## src/rtl/mbup_pkg.sv

```systemverilog
package mbup_pkg;

   localparam logic [3:0] CODE_COMMON2 = 4'h2;
   localparam logic [3:0] CODE_COMMON3 = 4'h3;
   localparam logic [3:0] CODE_SYSEX   = 4'h4;
   localparam logic [3:0] CODE_END1    = 4'h5;
   localparam logic [3:0] CODE_END2    = 4'h6;
   localparam logic [3:0] CODE_END3    = 4'h7;
   localparam logic [3:0] CODE_SINGLE  = 4'hf;

   localparam logic [7:0] MIDI_SOX       = 8'hf0;
   localparam logic [7:0] MIDI_MTC       = 8'hf1;
   localparam logic [7:0] MIDI_SONG_POS  = 8'hf2;
   localparam logic [7:0] MIDI_SONG_SEL  = 8'hf3;
   localparam logic [7:0] MIDI_TUNE_REQ  = 8'hf6;
   localparam logic [7:0] MIDI_EOX       = 8'hf7;

   localparam logic [3:0] KIND_PROG_CHANGE = 4'hc;
   localparam logic [3:0] KIND_CHAN_PRESS  = 4'hd;

   localparam logic [1:0] POS_FIRST  = 2'd1;
   localparam logic [1:0] POS_SECOND = 2'd2;
   localparam logic [1:0] POS_THIRD  = 2'd3;

   typedef struct packed {
      logic       in_sysex;
      logic [1:0] bytes_needed;
      logic [1:0] byte_position;
      logic [3:0] code;
      logic [7:0] first;
      logic [7:0] second;
      logic [7:0] third;
   } state_type;

   typedef struct packed {
      logic       emit;
      logic [3:0] code;
      logic [7:0] byte0;
      logic [7:0] byte1;
      logic [7:0] byte2;
   } result_type;

endpackage

```

## src/rtl/mbup_step.sv

```systemverilog
module mbup_step
   import mbup_pkg::*;
(
   input  state_type  state,
   input  logic [7:0] rx_byte,
   output state_type  state_nxt,
   output result_type result
);

   always_comb begin
      state_nxt = state;
      result    = '0;
      if (state.in_sysex) begin
         if (rx_byte == MIDI_EOX) begin
            state_nxt.in_sysex = 1'b0;
            case (state.byte_position)
               POS_THIRD: begin
                  state_nxt.code  = CODE_END3;
                  state_nxt.third = rx_byte;
               end
               POS_SECOND: begin
                  state_nxt.code   = CODE_END2;
                  state_nxt.second = rx_byte;
               end
               default: begin
                  state_nxt.code  = CODE_END1;
                  state_nxt.first = rx_byte;
               end
            endcase
            state_nxt.byte_position = 2'd0;
            state_nxt.bytes_needed  = 2'd0;
            result.emit  = 1'b1;
            result.code  = state_nxt.code;
            result.byte0 = state_nxt.first;
            result.byte1 = state_nxt.second;
            result.byte2 = state_nxt.third;
         end else if (state.byte_position == POS_FIRST) begin
            state_nxt.first         = rx_byte;
            state_nxt.byte_position = POS_SECOND;
         end else if (state.byte_position == POS_SECOND) begin
            state_nxt.second        = rx_byte;
            state_nxt.byte_position = POS_THIRD;
         end else begin
            // full packet: flush with the code it was opened with
            state_nxt.third = rx_byte;
            result.emit     = 1'b1;
            result.code     = state.code;
            result.byte0    = state.first;
            result.byte1    = state.second;
            result.byte2    = rx_byte;
            state_nxt.code          = CODE_SYSEX;
            state_nxt.byte_position = POS_FIRST;
         end
      end else if (state.bytes_needed != 2'd0) begin
         case (state.byte_position)
            POS_FIRST: begin
               state_nxt.first         = rx_byte;
               state_nxt.byte_position = POS_SECOND;
            end
            POS_SECOND: begin
               state_nxt.second        = rx_byte;
               state_nxt.byte_position = POS_THIRD;
            end
            default: begin
               state_nxt.third = rx_byte;
            end
         endcase
         state_nxt.bytes_needed = state.bytes_needed - 2'd1;
         if (state_nxt.bytes_needed == 2'd0) begin
            result.emit  = 1'b1;
            result.code  = state_nxt.code;
            result.byte0 = state_nxt.first;
            result.byte1 = state_nxt.second;
            result.byte2 = state_nxt.third;
         end
      end else if (rx_byte inside {[8'hf8 : 8'hff]}) begin
         result.emit  = 1'b1;
         result.code  = CODE_SINGLE;
         result.byte0 = rx_byte;
      end else if (rx_byte inside {[8'h80 : 8'hef]}) begin
         state_nxt.code          = rx_byte[7:4];
         state_nxt.first         = rx_byte;
         state_nxt.byte_position = POS_SECOND;
         if (rx_byte[7:4] inside {KIND_PROG_CHANGE, KIND_CHAN_PRESS}) begin
            state_nxt.bytes_needed = 2'd1;
         end else begin
            state_nxt.bytes_needed = 2'd2;
         end
      end else begin
         case (rx_byte)
            MIDI_SOX: begin
               state_nxt.in_sysex      = 1'b1;
               state_nxt.bytes_needed  = 2'd2;
               state_nxt.byte_position = POS_SECOND;
               state_nxt.code          = CODE_SYSEX;
               state_nxt.first         = rx_byte;
            end
            MIDI_SONG_POS: begin
               state_nxt.code          = CODE_COMMON3;
               state_nxt.first         = rx_byte;
               state_nxt.bytes_needed  = 2'd2;
               state_nxt.byte_position = POS_SECOND;
            end
            MIDI_TUNE_REQ: begin
               state_nxt.code  = CODE_SINGLE;
               state_nxt.first = rx_byte;
               result.emit     = 1'b1;
               result.code     = CODE_SINGLE;
               result.byte0    = rx_byte;
               result.byte1    = state.second;
               result.byte2    = state.third;
            end
            MIDI_MTC, MIDI_SONG_SEL: begin
               state_nxt.code          = CODE_COMMON2;
               state_nxt.first         = rx_byte;
               state_nxt.bytes_needed  = 2'd1;
               state_nxt.byte_position = POS_SECOND;
            end
            default: begin
               state_nxt = state;
            end
         endcase
      end
   end

endmodule

```

## src/rtl/midi_byte_to_usb_packet_parser_core.sv

```systemverilog
// channel   direction  handshake              payload
// req       in         req_valid / req_ready  req_rx_byte
// rsp       out        rsp_valid / rsp_ready  rsp_cable, rsp_code_index, rsp_byte0..2
// csr       in         csr_wr_en              csr_wr_data (cable number)
//
// one item per cycle sustained unless the result stalls; an accepted item
// passes the input register, then the parser step into the result register
// synchronous active-high reset clears parser state, cable number and valids
// a stalled result holds the result register; the input register still takes
// one item, then req_ready drops until the result is taken
module midi_byte_to_usb_packet_parser_core
   import mbup_pkg::*;
(
   input  logic       clock,
   input  logic       reset,
   input  logic       req_valid,
   output logic       req_ready,
   input  logic [7:0] req_rx_byte,
   output logic       rsp_valid,
   input  logic       rsp_ready,
   output logic [3:0] rsp_cable,
   output logic [3:0] rsp_code_index,
   output logic [7:0] rsp_byte0,
   output logic [7:0] rsp_byte1,
   output logic [7:0] rsp_byte2,
   input  logic       csr_wr_en,
   input  logic [3:0] csr_wr_data
);

   logic       in_valid_ff;
   logic [7:0] in_byte_ff;
   state_type  state_ff;
   state_type  state_in;
   result_type result;
   logic [3:0] cable_ff;
   logic       rsp_valid_ff;
   logic [3:0] rsp_cable_ff;
   logic [3:0] rsp_code_ff;
   logic [7:0] rsp_byte0_ff;
   logic [7:0] rsp_byte1_ff;
   logic [7:0] rsp_byte2_ff;
   logic       advance;

   mbup_step u_step (
      .state     (state_ff),
      .rx_byte   (in_byte_ff),
      .state_nxt (state_in),
      .result    (result)
   );

   assign advance   = in_valid_ff && (!rsp_valid_ff || rsp_ready);
   assign req_ready = !in_valid_ff || advance;

   always_ff @(posedge clock) begin
      if (reset) begin
         in_valid_ff  <= 1'b0;
         rsp_valid_ff <= 1'b0;
         state_ff     <= '0;
         cable_ff     <= 4'd0;
      end else begin
         if (req_ready) begin
            in_valid_ff <= req_valid;
         end
         if (csr_wr_en) begin
            cable_ff <= csr_wr_data;
         end
         if (advance) begin
            state_ff     <= state_in;
            rsp_valid_ff <= result.emit;
         end else if (rsp_ready) begin
            rsp_valid_ff <= 1'b0;
         end
      end
   end

   always_ff @(posedge clock) begin
      if (req_valid && req_ready) begin
         in_byte_ff <= req_rx_byte;
      end
      if (advance && result.emit) begin
         rsp_cable_ff <= cable_ff;
         rsp_code_ff  <= result.code;
         rsp_byte0_ff <= result.byte0;
         rsp_byte1_ff <= result.byte1;
         rsp_byte2_ff <= result.byte2;
      end
   end

   assign rsp_valid      = rsp_valid_ff;
   assign rsp_cable      = rsp_cable_ff;
   assign rsp_code_index = rsp_code_ff;
   assign rsp_byte0      = rsp_byte0_ff;
   assign rsp_byte1      = rsp_byte1_ff;
   assign rsp_byte2      = rsp_byte2_ff;

endmodule

```

## config.mk

```make
export PLATFORM = sky130hd
export DESIGN_NAME = midi_byte_to_usb_packet_parser_core
export DESIGN_NICKNAME = d
export VERILOG_FILES = /design/src/rtl/mbup_pkg.sv /design/src/rtl/mbup_step.sv /design/src/rtl/midi_byte_to_usb_packet_parser_core.sv
export SDC_FILE = /design/constraint.sdc
export NUM_CORES = 1
export LEC_CHECK = 0
export BUFFER_PORTS_ARGS = -buffer_cell sky130_fd_sc_hd__buf_2
export CAP_MARGIN = 25
export CORE_MARGIN = 5
export CORE_UTILIZATION = 46
export DETAILED_ROUTE_END_ITERATION = 6
export PLACE_DENSITY = 0.71
export SLEW_MARGIN = 20
export SYNTH_ARGS = -nofsm -noshare
export SYNTH_HDL_FRONTEND = slang
export SYNTH_SLANG_ARGS = --single-unit
```

## constraint.sdc

```tcl
create_clock -name clock -period 3.76 [get_ports clock]
set_input_delay 0.188 -clock clock [delete_from_list [all_inputs] [get_ports clock]]
set_output_delay 0.188 -clock clock [all_outputs]
set_load 0.005 [all_outputs]
```

**After elaboration in Yosys (flattened, before gate mapping)**

Index checks and enable logic that the tools add are counted.

- $add $sub $neg: 1
- Order comparisons: 4
- Equal/unequal tests: 18
- Mux-type cells: 39
- Reduce and logical (&&, ||, !) cells: 27

Operator list:

| operator | count |
|---|---|
| 2-to-1 mux 29 bit | 8 |
| 2-to-1 mux 33 bit | 2 |
| == test 8 bit, second input constant | 6 |
| 2-to-1 mux 16 bit | 3 |
| 2-to-1 mux 8 bit | 6 |
| case mux 12 bit (4 select lines) | 1 |
| 2-to-1 mux 30 bit | 1 |
| 2-to-1 mux 24 bit | 1 |
| greater-or-equal comparator 8 bit, second input constant | 2 |
| <= comparator 8 bit, second input constant | 2 |
| 2-to-1 mux 4 bit | 4 |
| 2-to-1 mux 13 bit | 1 |
| AND reduction 4 bit | 3 |
| inequality test 3 x 2 -> 1 bit, second input constant | 3 |
| == test 4 bit, second input constant | 2 |
| case mux 2 bit (2 select lines) | 2 |
| case mux 4 bit (2 select lines) | 1 |
| nonzero test 2 bit | 4 |
| OR reduction 2 bit | 4 |
| nonzero test 7 bit | 1 |
| 2-to-1 mux 2 bit | 3 |
| AND reduction 3 bit | 2 |
| AND reduction 6 bit | 1 |
| nonzero test 6 bit | 1 |
| 13 further kinds | 25 |

- Bits in registers: 79
- Logic and storage cells: 105

**Depth between registers and ports, before layout**

Gate-level depths: netlist (run 1).

- Depth in word-level cells: 7
- Gate-level depth with buffers: 8
- Gate-level depth less buffers: 7

**Hierarchy**

A second synthesis (run 1) with hierarchy kept.

- Cell total of the unflattened synthesis: 576
- Area total of the unflattened synthesis: 5247.5 µm²

By module, submodules not included:

| module | times used | cells each | area each (µm²) |
|---|---|---|---|
| midi_byte_to_usb_packet_parser_core | 1 | 209 | 2944.1 |
| mbup_step | 1 | 367 | 2303.5 |

**Worst setup path after synthesis (run 1)**

No wires, ideal clock.

- Path kind: register to register
- Start: register in_byte_ff[3]
- End: register rsp_byte0_ff[0], in the netlist rsp_byte0[0] (enable)
- Arrival time: 3587 ps
- Setup slack: -300 ps
- Cell stages (with the launch flop): 5
- Path buffers: 0
- Clock period less this slack: 4060 ps
- Path through: edfxtp_1 -> nand4b_2 -> o21ai_2 -> nor2_1 -> a211oi_1

- Word-level cells in the longest chain between the ends: 7
- Elaborated cells between the ends (all ways): 15

Ends and longest elaborated chain:

| item | RTL line | RTL |
|---|---|---|
| start, declared | midi_byte_to_usb_packet_parser_core.sv:31 | `logic [7:0] in_byte_ff;` |
| start signal, assigned | midi_byte_to_usb_packet_parser_core.sv:78 | `in_byte_ff <= req_rx_byte;` |
| greater-or-equal comparator 8 bit (tied with other cells) | mbup_step.sv:80 | `end else if (rx_byte inside {[8'h80 : 8'hef]}) begin` |
| logical AND 1 bit / 2-to-1 mux 29 bit (equally long branches) | mbup_step.sv:80, mbup_step.sv:90 |  |
| 2-to-1 mux 29 bit | mbup_step.sv:80 |  |
| 2-to-1 mux 13 bit | mbup_step.sv:76 | `end else if (rx_byte inside {[8'hf8 : 8'hff]}) begin` |
| 2-to-1 mux 29 bit | mbup_step.sv:54 | `end else if (state.bytes_needed != 2'd0) begin` |
| 2-to-1 mux 29 bit (*) | mbup_step.sv:13 | `if (state.in_sysex) begin` |
| logical AND 1 bit (*) | midi_byte_to_usb_packet_parser_core.sv:80 | `if (advance && result.emit) begin` |
| end signal, assigned | midi_byte_to_usb_packet_parser_core.sv:83 | `rsp_byte0_ff <= result.byte0;` |
| end, declared | midi_byte_to_usb_packet_parser_core.sv:39 | `logic [7:0] rsp_byte0_ff;` |

Every way passes the cells marked *; elsewhere a longest branch is shown, timed or not.
A chain may end at the register's enable or synchronous reset.

**Worst setup path after layout (run 1)**

- Start: register in_byte_ff[7]
- End: register rsp_byte1_ff[6], in the netlist rsp_byte1[6] (enable)

- Word-level cells in the longest chain between the ends: 7
- Elaborated cells between the ends (all ways): 15

Ends and longest elaborated chain:

| item | RTL line | RTL |
|---|---|---|
| greater-or-equal comparator 8 bit (tied with other cells) | mbup_step.sv:80 |  |
| logical AND 1 bit / 2-to-1 mux 29 bit (equally long branches) | mbup_step.sv:80, mbup_step.sv:90 |  |
| 2-to-1 mux 29 bit | mbup_step.sv:80 |  |
| 2-to-1 mux 13 bit | mbup_step.sv:76 |  |
| 2-to-1 mux 29 bit | mbup_step.sv:54 |  |
| 2-to-1 mux 29 bit (*) | mbup_step.sv:13 |  |
| logical AND 1 bit (*) | midi_byte_to_usb_packet_parser_core.sv:80 |  |
| end signal, assigned | midi_byte_to_usb_packet_parser_core.sv:84 | `rsp_byte1_ff <= result.byte1;` |
| end, declared | midi_byte_to_usb_packet_parser_core.sv:40 | `logic [7:0] rsp_byte1_ff;` |

Marked as above.

==> impl_metrics.yaml, run 1 <==
clock_network:
  clk_pin_slew_ps: 80
  cts-htree-levels: 3
  cts_sinks: 79
  cts_tree: "built"
  cts-root-buf: "clkbuf_8"
  cts_made_buffers: 9
  clock_latency_ps: 360
  clockBufferDepth: 2
timing:
  finalCritPeriodShare_pct: 78.30
  setup_viol: 0
  rsz0062_at_grt: "false"
  finalHoldViolCount: 0
  worst_slew_pin_slew_ps: 777.4
  max_slew_margin_pct: 48.17
  min_period_ps: 2944
  layout_setup_ws_ps: 815.8
  hold_slack_ps: 11.10
  maxSlewViolCount: 0
  fmax_mhz: 339.7
  fin_tns_setup_ps: 0
  clock_skew_ps: 10.89
floorplanning:
  coreArea_mm2: 0.008806
  io_pins: 51
  fp-row-count: 34
  die_h_um: 105.6
  dieArea_mm2: 0.01115
  start_util_pct: 47.73
  die_w_um: 105.6
route:
  vias: 3550
  dr.pass1.iters: 6
  ant_nets: 0
  viasPerCell: 6.195
  wl_mm: 11.25
  drc: 0
  wire_per_inst_um: 19.64
  drt_iter0_drc: 431
synthesis:
  ys_async_sr_fraction_pct: 0
  synth.avg_cell_area_um2: 9.959
  synth_top_area_cell: "edfxtp_1"
  synth_ff_type: "edfxtp_1"
  syn_inst: 422
  synth_top_area_share_pct: 28.58
  ys_types: 70
  synth-seq-cells: 79
  synth_edf_count: 40
  yosysWarningCount: 0
  yosysSeqAreaShare_pct: 47.16
  synth_area_mm2: 0.004203
  ys_top_cells_by_area: "edfxtp_1, dfxtp_1, a21oi_1"
  syn_nets: 442
finish:
  fillerInstances: 799
  drive_gt1_share_pct: 22.58
  finish.instance_area_mm2: 0.004746
  final_nets: 480
  n_antenna_cell: 0
  area_growth_pct: 12.92
setup_path:
  r2r_cells: 4
  crit_path_end_kind: "flip-flop"
  ff2ff_setup_slack_ps: 820
  required_ps: 3780
  crit_arrival_ps: 2970
  crit_type: "flip-flop to flip-flop"
  cp_max_fo: 26
  start_kind: "flip-flop"
grt:
  antenna_found_initial: 0
  use_met3_pct: 3.667
  grt_pass1_vias: 3477
  track_usage_pct: 20.51
  grt_pass1_wl_mm: 18.29
  grt_max_degree: 42
  use_met2_pct: 33.29
  top_usage_layer: "met2"
  grt-ovfl-total: 0
  use_met1_pct: 27.58
placed_design:
  port_buffers: 50
  dpl_cell_area_mm2: 0.004501
  dp_hpwl_mm: 7.761
  place_ws_ps: 832.7
  place_congestion: 0.9553
run:
  drv_cap: 0
power_and_ir_drop:
  peakVddDrop_v: 0.0002380
  p_int_mw: 1.318
  power.density_mw_per_mm2: 384.0
  switching_power_uw: 504.2
  swShare_pct: 27.67
  power.share.sequential_pct: 53.5
  combPwrFrac_pct: 10.5
  leakage_nw: 1.722
  p_clk_share_pct: 36.1
hold_path:
  hold_depth: 1
  hold_class: "input pin to flip-flop"
status:
  status: "finished, final reports clean"
[metrics by stage]
step,total power [mW],util (%),instances
floorplan,1.118,-,422
global placement,1.173,51.11,553
detailed placement,1.176,51.11,553
CTS,1.824,53.55,570
global route,1.893,53.89,573
finish,1.823,53.89,573
[layout make-up]
cell class / count / area, µm² / share of cell area (%)
Timing Repair Buffer: 60 / 335.3 / 7.066
Clock inverter: 7 / 81.33 / 1.714
Tap cell: 108 / 135.1 / 2.847
Inverter: 10 / 37.54 / 0.7909
Multi-Input combinational cell: 300 / 2051 / 43.21
Clock buffer: 9 / 123.9 / 2.610
Sequential cell: 79 / 1982 / 41.76
[cells by family after synthesis]
group / share of synthesized area, %
compound gates: 24.03
simple gates: 16.37
flops: 47.16
buf+inv: 4.346
mux: 7.205
fa+ha+maj: 0.8932
[cell usage after synthesis, drive strengths merged, types with 3 or more instances]
cell    count
inv        10
or3         3
mux2i      19
a31oi       3
a22oi      11
nor3       20
a21oi      40
edfxtp     40
clkbuf     20
nand2b      6
nor2       42
o21ai      24
a211oi     14
or2         3
nor2b       4
dfxtp      39
mux2       10
a21o        3
buf        13
and2        6
o211ai      6
nand2      28
ha          3
a22o       12
o32ai       3
nand3       4
[worst max-delay path, stage by stage, from the launching register on]
cell	delay, ps
edfxtp_1	790
and4_1	550
o211ai_1	340
a211oi_4	500
buf_4	420
[flip-flops by register name (all words and copies together) (netlist names)]
signal          count
cable_ff            4
in_byte_ff          8
in_valid_ff         1
rsp_byte0           8
rsp_byte1           8
rsp_byte2           8
rsp_cable           4
rsp_code_index      4
rsp_valid           1
state_ff           33
[placed cells by master, fill, tap and decap left out, types with 3 or more instances in the layout]
master | Yosys | final
buf_2 | 7 | 50
nor2_1 | 42 | 42
a21oi_1 | 40 | 40
edfxtp_1 | 40 | 40
dfxtp_1 | 39 | 39
nand2_1 | 28 | 28
o21ai_0 | 21 | 21
mux2i_1 | 19 | 19
nor3_1 | 15 | 15
a22o_1 | 12 | 12
a211oi_1 | 13 | 12
a22oi_1 | 11 | 11
inv_1 | 10 | 10
mux2_2 | 9 | 9
clkbuf_8 | 0 | 9
o211ai_1 | 6 | 6
nand2b_1 | 6 | 6
and2_1 | 6 | 6
buf_4 | 1 | 6
nor2b_1 | 4 | 4
nor3_2 | 4 | 4
nand3_1 | 4 | 4
dlygate4sd3_1 | 0 | 4
o21ai_2 | 3 | 3
or3_1 | 3 | 3
a21o_1 | 3 | 3
o32ai_1 | 3 | 3
ha_1 | 3 | 3
clkinv_4 | 0 | 3
[path summary, 6_finish.rpt]
| kind | from | to |
|---|---|---|
| min | req_rx_byte[2] | in_byte_ff[2] |
| max reg2reg | in_byte_ff[7] | rsp_byte1[6] |
| min reg2reg | cable_ff[3] | rsp_cable[3] |
| max | in_byte_ff[7] | rsp_byte1[6] |
[power groups by stage]
| stage | Clock [mW] | Sequential, mW | Combinational [mW] |
|---|---|---|---|
| after floorplan | 0 | 0.961 | 0.157 |
| after CTS | 0.666 | 0.972 | 0.186 |
| after global routing | 0.708 | 0.978 | 0.206 |
| final | 0.657 | 0.974 | 0.191 |
| after global placement | 0 | 0.990 | 0.182 |
| after detailed placement | 0 | 0.992 | 0.184 |
[metal layers]
layer / part of all wire (%) / up-vias
met5: 0 / -
met4: 2.1 / 0
met3: 7.5 / 24
met2: 48 / 182
met1: 43 / 1690
li1: - / 1654
[what timing repair did]
| item | in CTS | in global routing |
|---|---|---|
| hold buffers | 1 | 3 |
| gates resized for setup | 0 | 0 |
| hold endpoints to repair | 1 | 3 |
| setup buffers | 0 | 0 |
Note: power is estimated with default switching activity, not from simulation.
==> run 2, diff against run 1 <==
ABC_AREA = 1   (was default)
PLACE_DENSITY = 0.68   (was 0.71)
clock period = 2.8 ns   (was 3.76 ns; I/O delays follow)
==> impl_metrics.yaml, run 2 <==
timing:
  maxSlewViolCount: 0
  fmax_mhz: 396.7
  finalHoldViolCount: 0
  hold_slack_ps: 14.55
  max_slew_margin_pct: 55.43
  setup_viol: 0
  finalCritPeriodShare_pct: 90.02
  worst_slew_pin_slew_ps: 667.9
  min_period_ps: 2521
  rsz0062_at_grt: "false"
  clock_skew_ps: 11.34
  fin_tns_setup_ps: 0
  layout_setup_ws_ps: 279.5
synthesis:
  synth_top_family_by_area: "simple AND/OR/NAND/NOR gates"
  synth_top_area_share_pct: 25.34
  synth-simple-area-share_pct: 30.60
  synth_edf_count: 40
  synth_compound_area_share_pct: 17.79
  ys_types: 40
  synth_fa_ha_area_share_pct: 0.7920
  syn_nets: 685
  yosysMostFrequentCell: "nand2_1"
  ys_async_sr_fraction_pct: 0
  synth_area_mm2: 0.004740
  synth_mux_area_share_pct: 0
  yosysWarningCount: 0
  yosys.area_share.xor_xnor_pct: 0
  synth.avg_cell_area_um2: 7.127
  synth_top_area_cell: "edfxtp_1"
  syn_inst: 665
  synth_common_cells: "nand2_1, nor2_1, o21ai_0"
  synth_ff_type: "edfxtp_1"
  synth-seq-cells: 79
  yosysSeqAreaShare_pct: 41.82
  ys_top_cells_by_area: "edfxtp_1, dfxtp_1, nand2_1"
clock_network:
  cts-root-buf: "clkbuf_8"
  cts_made_buffers: 9
  cts_sinks: 79
  clockBufferDepth: 2
  cts-htree-levels: 3
  cts_tree: "built"
  clock_latency_ps: 370
  clk_pin_slew_ps: 90
setup_path:
  startpoint: "state_ff[29]"
  crit_path_end: "rsp_byte2[2]"
  start_kind: "flip-flop"
  timing.rr.start: "state_ff[29]"
  crit_type: "flip-flop to flip-flop"
  crit_arrival_ps: 2740
  r2r_cells: 7
  required_ps: 3020
  crit_path_end_kind: "flip-flop"
  reg2reg_to: "rsp_byte2[2]"
  cp_max_fo: 12
  ff2ff_setup_slack_ps: 280
placed_design:
  place_ws_ps: 236.4
  dp_hpwl_mm: 9.784
  place_inst: 835
  port_buffers: 50
  place_congestion: 1.007
status:
  violations: "design-rule violations"
  status: "finished with violations"
floorplanning:
  die_h_um: 111.5
  die_w_um: 111.5
  coreArea_mm2: 0.01018
  start_util_pct: 46.54
  io_pins: 51
  fp-row-count: 37
  dieArea_mm2: 0.01243
route:
  ant_nets: 0
  wire_per_inst_um: 16.47
  drt_iter0_drc: 423
  dr.pass1.iters: 7
  viasPerCell: 5.597
  drc: 14
  wl_mm: 14.22
  vias: 4830
finish:
  regArea_mm2: 0.001982
  n_antenna_cell: 0
  instances_no_fill: 863
  final_cell_mix: "nand2_1, nor2_1, o21ai_0"
  fillerInstances: 1003
  multi_input_area_mm2: 0.002333
  drive_gt1_share_pct: 14.99
  largest_reg_flops: 33
  area_growth_pct: 15.73
  regMostFlops: "state_ff"
  layout_commonest_cell: "nand2_1"
  final_nets: 742
grt:
  grt-ovfl-total: 0
  grt_pass1_wl_mm: 23.14
  antenna_found_initial: 0
  grt_max_degree: 44
  grt_pass1_vias: 4485
  track_usage_pct: 23.12
hold_path:
  hold_class: "input pin to flip-flop"
power_and_ir_drop:
  peakVddDrop_v: 0.0002721
  leakage_nw: 2.552
  power.density_mw_per_mm2: 479.1
run:
  drv_cap: 0
[run 2: per-layer routing]
layer | share of wire (%) | GRT usage (%) | vias up
li1 | - | - | 2337
met1 | 42 | 30.42 | 2193
met2 | 44 | 35.59 | 245
met3 | 9.3 | 4.946 | 55
met4 | 4.8 | 12.57 | 0
met5 | 0 | 0 | -
[run 2: power breakdown]
part           leakage [nW]  switching [mW]  internal [mW]
Combinational          1.74           0.287          0.139
Clock                 0.108           0.477          0.434
Sequential            0.709          0.0384           1.25
Total                  2.55           0.803           1.83
[run 2: how the worst min path moves through the flow]
stage / startpoint / to / cells past startpoint
6_report: csr_wr_data[3] / cable_ff[3] / 3
5_1_grt: csr_wr_data[3] / cable_ff[3] / 3
4_1_cts: csr_wr_data[3] / cable_ff[3] / 3
3_5_place_dp: req_rx_byte[2] / in_byte_ff[2] / 1
3_3_place_gp: req_rx_byte[4] / in_byte_ff[4] / 1
2_1_floorplan: reset / in_valid_ff / 1
[run 2: logic make-up (layout without fill, tap and decap cells)]
logic type / Yosys count / count (layout)
AO/OA/AOI/OAI: 148 / 148
buffers and inverters: 104 / 166
AND/OR/NAND/NOR: 331 / 331
adder cells (fa/ha/maj): 3 / 3
flip-flops: 79 / 79
[run 2: repair_timing]
action / in CTS / in global routing
gates resized for setup: 0 / 2
buffers inserted: 0 / 0
endpoints found under the hold margin: 14 / 0
setup endpoints to repair: 0 / 2
hold buffers: 12 / 0
[run 2: area by class of cell]
type / instances / share of cell area, %
sequential: 79 / 36.13
clock buffer: 9 / 2.258
tap: 136 / 3.102
multi-input combinational: 482 / 42.54
inverter: 69 / 4.790
clock inverter: 7 / 1.597
timing repair buffer: 81 / 9.580
[run 2: metrics by stage]
step / utilization, % / instance area, µm² / power [mW]
after floorplan: - / 4740 / 1.582
after global placement: 50.54 / 5147 / 1.712
after detailed placement: 50.54 / 5147 / 1.716
after CTS: 53.80 / 5479 / 2.636
after global routing: 53.86 / 5485 / 2.765
final: 53.86 / 5485 / 2.628
[run 2: critical path: stages (launching register included)]
cell and delay, ps:
dfxtp_1 550, clkinv_1 340, ha_1 460, nor2_2 330, nand2_1 290, o31ai_1 290, inv_1 60, nand3_1 70
==> run 3, diff against run 2 <==
BUFFER_PORTS_ARGS = default   (was -buffer_cell sky130_fd_sc_hd__buf_2)
CORE_UTILIZATION = 50   (was 46)
DONT_BUFFER_PORTS = 1   (was default)
==> impl_metrics.yaml, run 3 (synthesized netlist as in run 2, its figures left out) <==
status:
  status: "finished, final reports clean"
grt:
  grt_pass1_wl_mm: 22.54
  grt-ovfl-total: 0
  grt_pass1_vias: 4279
  antenna_found_initial: 0
  track_usage_pct: 25.45
  grt_max_degree: 44
timing:
  max_slew_margin_pct: 42.25
  fmax_mhz: 432.7
  min_period_ps: 2311
  worst_slew_pin_slew_ps: 865.3
  fin_tns_setup_ps: 0
  finalHoldViolCount: 0
  setup_viol: 0
  finalCritPeriodShare_pct: 82.54
  clock_skew_ps: 14.38
  maxSlewViolCount: 0
  rsz0062_at_grt: "false"
power_and_ir_drop:
  p_int_mw: 1.824
  combPwrFrac_pct: 16.2
  peakVddDrop_v: 0.0002857
  swShare_pct: 30.99
  power_mw: 2.644
  power.density_mw_per_mm2: 494.8
  p_clk_share_pct: 35.0
  leakage_nw: 2.402
  power.share.sequential_pct: 48.8
  switching_power_uw: 819.3
finish:
  n_antenna_cell: 0
  regMostFlops: "state_ff"
  final_nets: 705
  fillerInstances: 898
  multi_input_area_mm2: 0.002331
  final_cell_mix: "nand2_1, nor2_1, o21ai_0"
  area_growth_pct: 12.72
  regArea_mm2: 0.001982
  layout_commonest_cell: "nand2_1"
  largest_reg_flops: 33
  drive_gt1_share_pct: 8.551
floorplanning:
  fp-row-count: 35
  die_w_um: 107.4
  start_util_pct: 51.29
  dieArea_mm2: 0.01153
  die_h_um: 107.4
  coreArea_mm2: 0.009240
  io_pins: 51
setup_path:
  crit_type: "flip-flop to flip-flop"
  crit_arrival_ps: 2440
  start_kind: "flip-flop"
  cp_max_fo: 16
  required_ps: 2930
  crit_path_end_kind: "flip-flop"
placed_design:
  place_congestion: 0.9369
  port_buffers: 0
  dp_hpwl_mm: 9.695
clock_network:
  cts_resized: 0
  cts_sinks: 79
  cts-htree-levels: 3
  cts-root-buf: "clkbuf_8"
  cts_made_buffers: 9
  clockBufferDepth: 2
  clk_pin_slew_ps: 100
  cts_tree: "built"
  clock_latency_ps: 370
route:
  wire_per_inst_um: 17.66
  vias: 4629
  wl_mm: 14.46
  drt_iter0_drc: 324
  viasPerCell: 5.652
  ant_nets: 0
  met3_length_mm: 1.191
  route.top_layer_used: "met4"
  dr.pass1.iters: 5
  met2RoutedLength_mm: 6.533
  m1WireLength_mm: 6.224
  drc: 0
hold_path:
  hold_class: "input pin to flip-flop"
run:
  drv_cap: 0
## run 3: cell types whose count changed in the layout (fill, tap and decap cells not counted), sizes merged
cell	before	now
inv	69	70
dlygate4sd3	12	23
buf	69	21
clkinvlp	1	2
clkinv	5	3
## run 3: repair_timing
| action | 4_1_cts | 5_1_grt |
|---|---|---|
| hold buffers | 23 | 0 |
| hold endpoints to repair | 17 | 0 |
| buffers inserted | 0 | 0 |
## run 3: power by group through the flow
| stage | clock network, mW | registers [mW] | logic [mW] |
|---|---|---|---|
| after floorplan | 0 | 1.30 | 0.282 |
| after global placement | 0 | 1.31 | 0.387 |
| after detailed placement | 0 | 1.32 | 0.389 |
| after CTS | 0.940 | 1.29 | 0.418 |
| after global routing | 0.995 | 1.30 | 0.474 |
| final | 0.926 | 1.29 | 0.428 |
## run 3: path summary, 6_finish.rpt
check               startpoint      endpoint  slack [ps]  cells after the start
hold / removal           reset   state_ff[4]         380                      3
hold reg to reg    cable_ff[3]  rsp_cable[3]         450                      0
setup reg to reg  state_ff[29]  rsp_byte0[5]         490                      8
setup / recovery  state_ff[29]  rsp_byte0[5]         490                      8
## run 3: worst max-delay path, cell delays in order, from the launching register on
cell and delay, ps:
dfxtp_1 560, clkinv_1 160, ha_1 360, inv_1 430
o21ai_0 210, a21oi_1 160, nand2_1 60, o21ai_0 80
inv_1 60
## run 3: area by class of cell
class	instances	area share, %
clock buffer	9	2.319
sequential	79	37.10
inverter	69	4.848
timing repair buffer	44	7.494
tap	129	3.021
clock inverter	7	1.593
multi-input combinational	482	43.63
## run 3: through the flow
step / util [%] / std cells / cell area (µm²) / hold slack (ps) / setup WS [ps]
2_1_floorplan: - / 665 / 4740 / 209.1 / 573.0
3_3_place_gp: 53.07 / 780 / 4903 / 212.9 / 634.3
4_1_cts: 57.82 / 819 / 5343 / 367.2 / 540.4
5_1_grt: 57.82 / 819 / 5343 / 388.9 / 246.5
6_report: 57.82 / 819 / 5343 / 377.7 / 489.0
3_5_place_dp: 53.07 / 780 / 4903 / 211.5 / 543.3
## run 3: metal layers
layer  GRT usage [%]  vias up
met3           5.159       36
met1           33.72     2102
li1                -     2260
met5               0        -
met4           11.99        0
met2           39.81      231
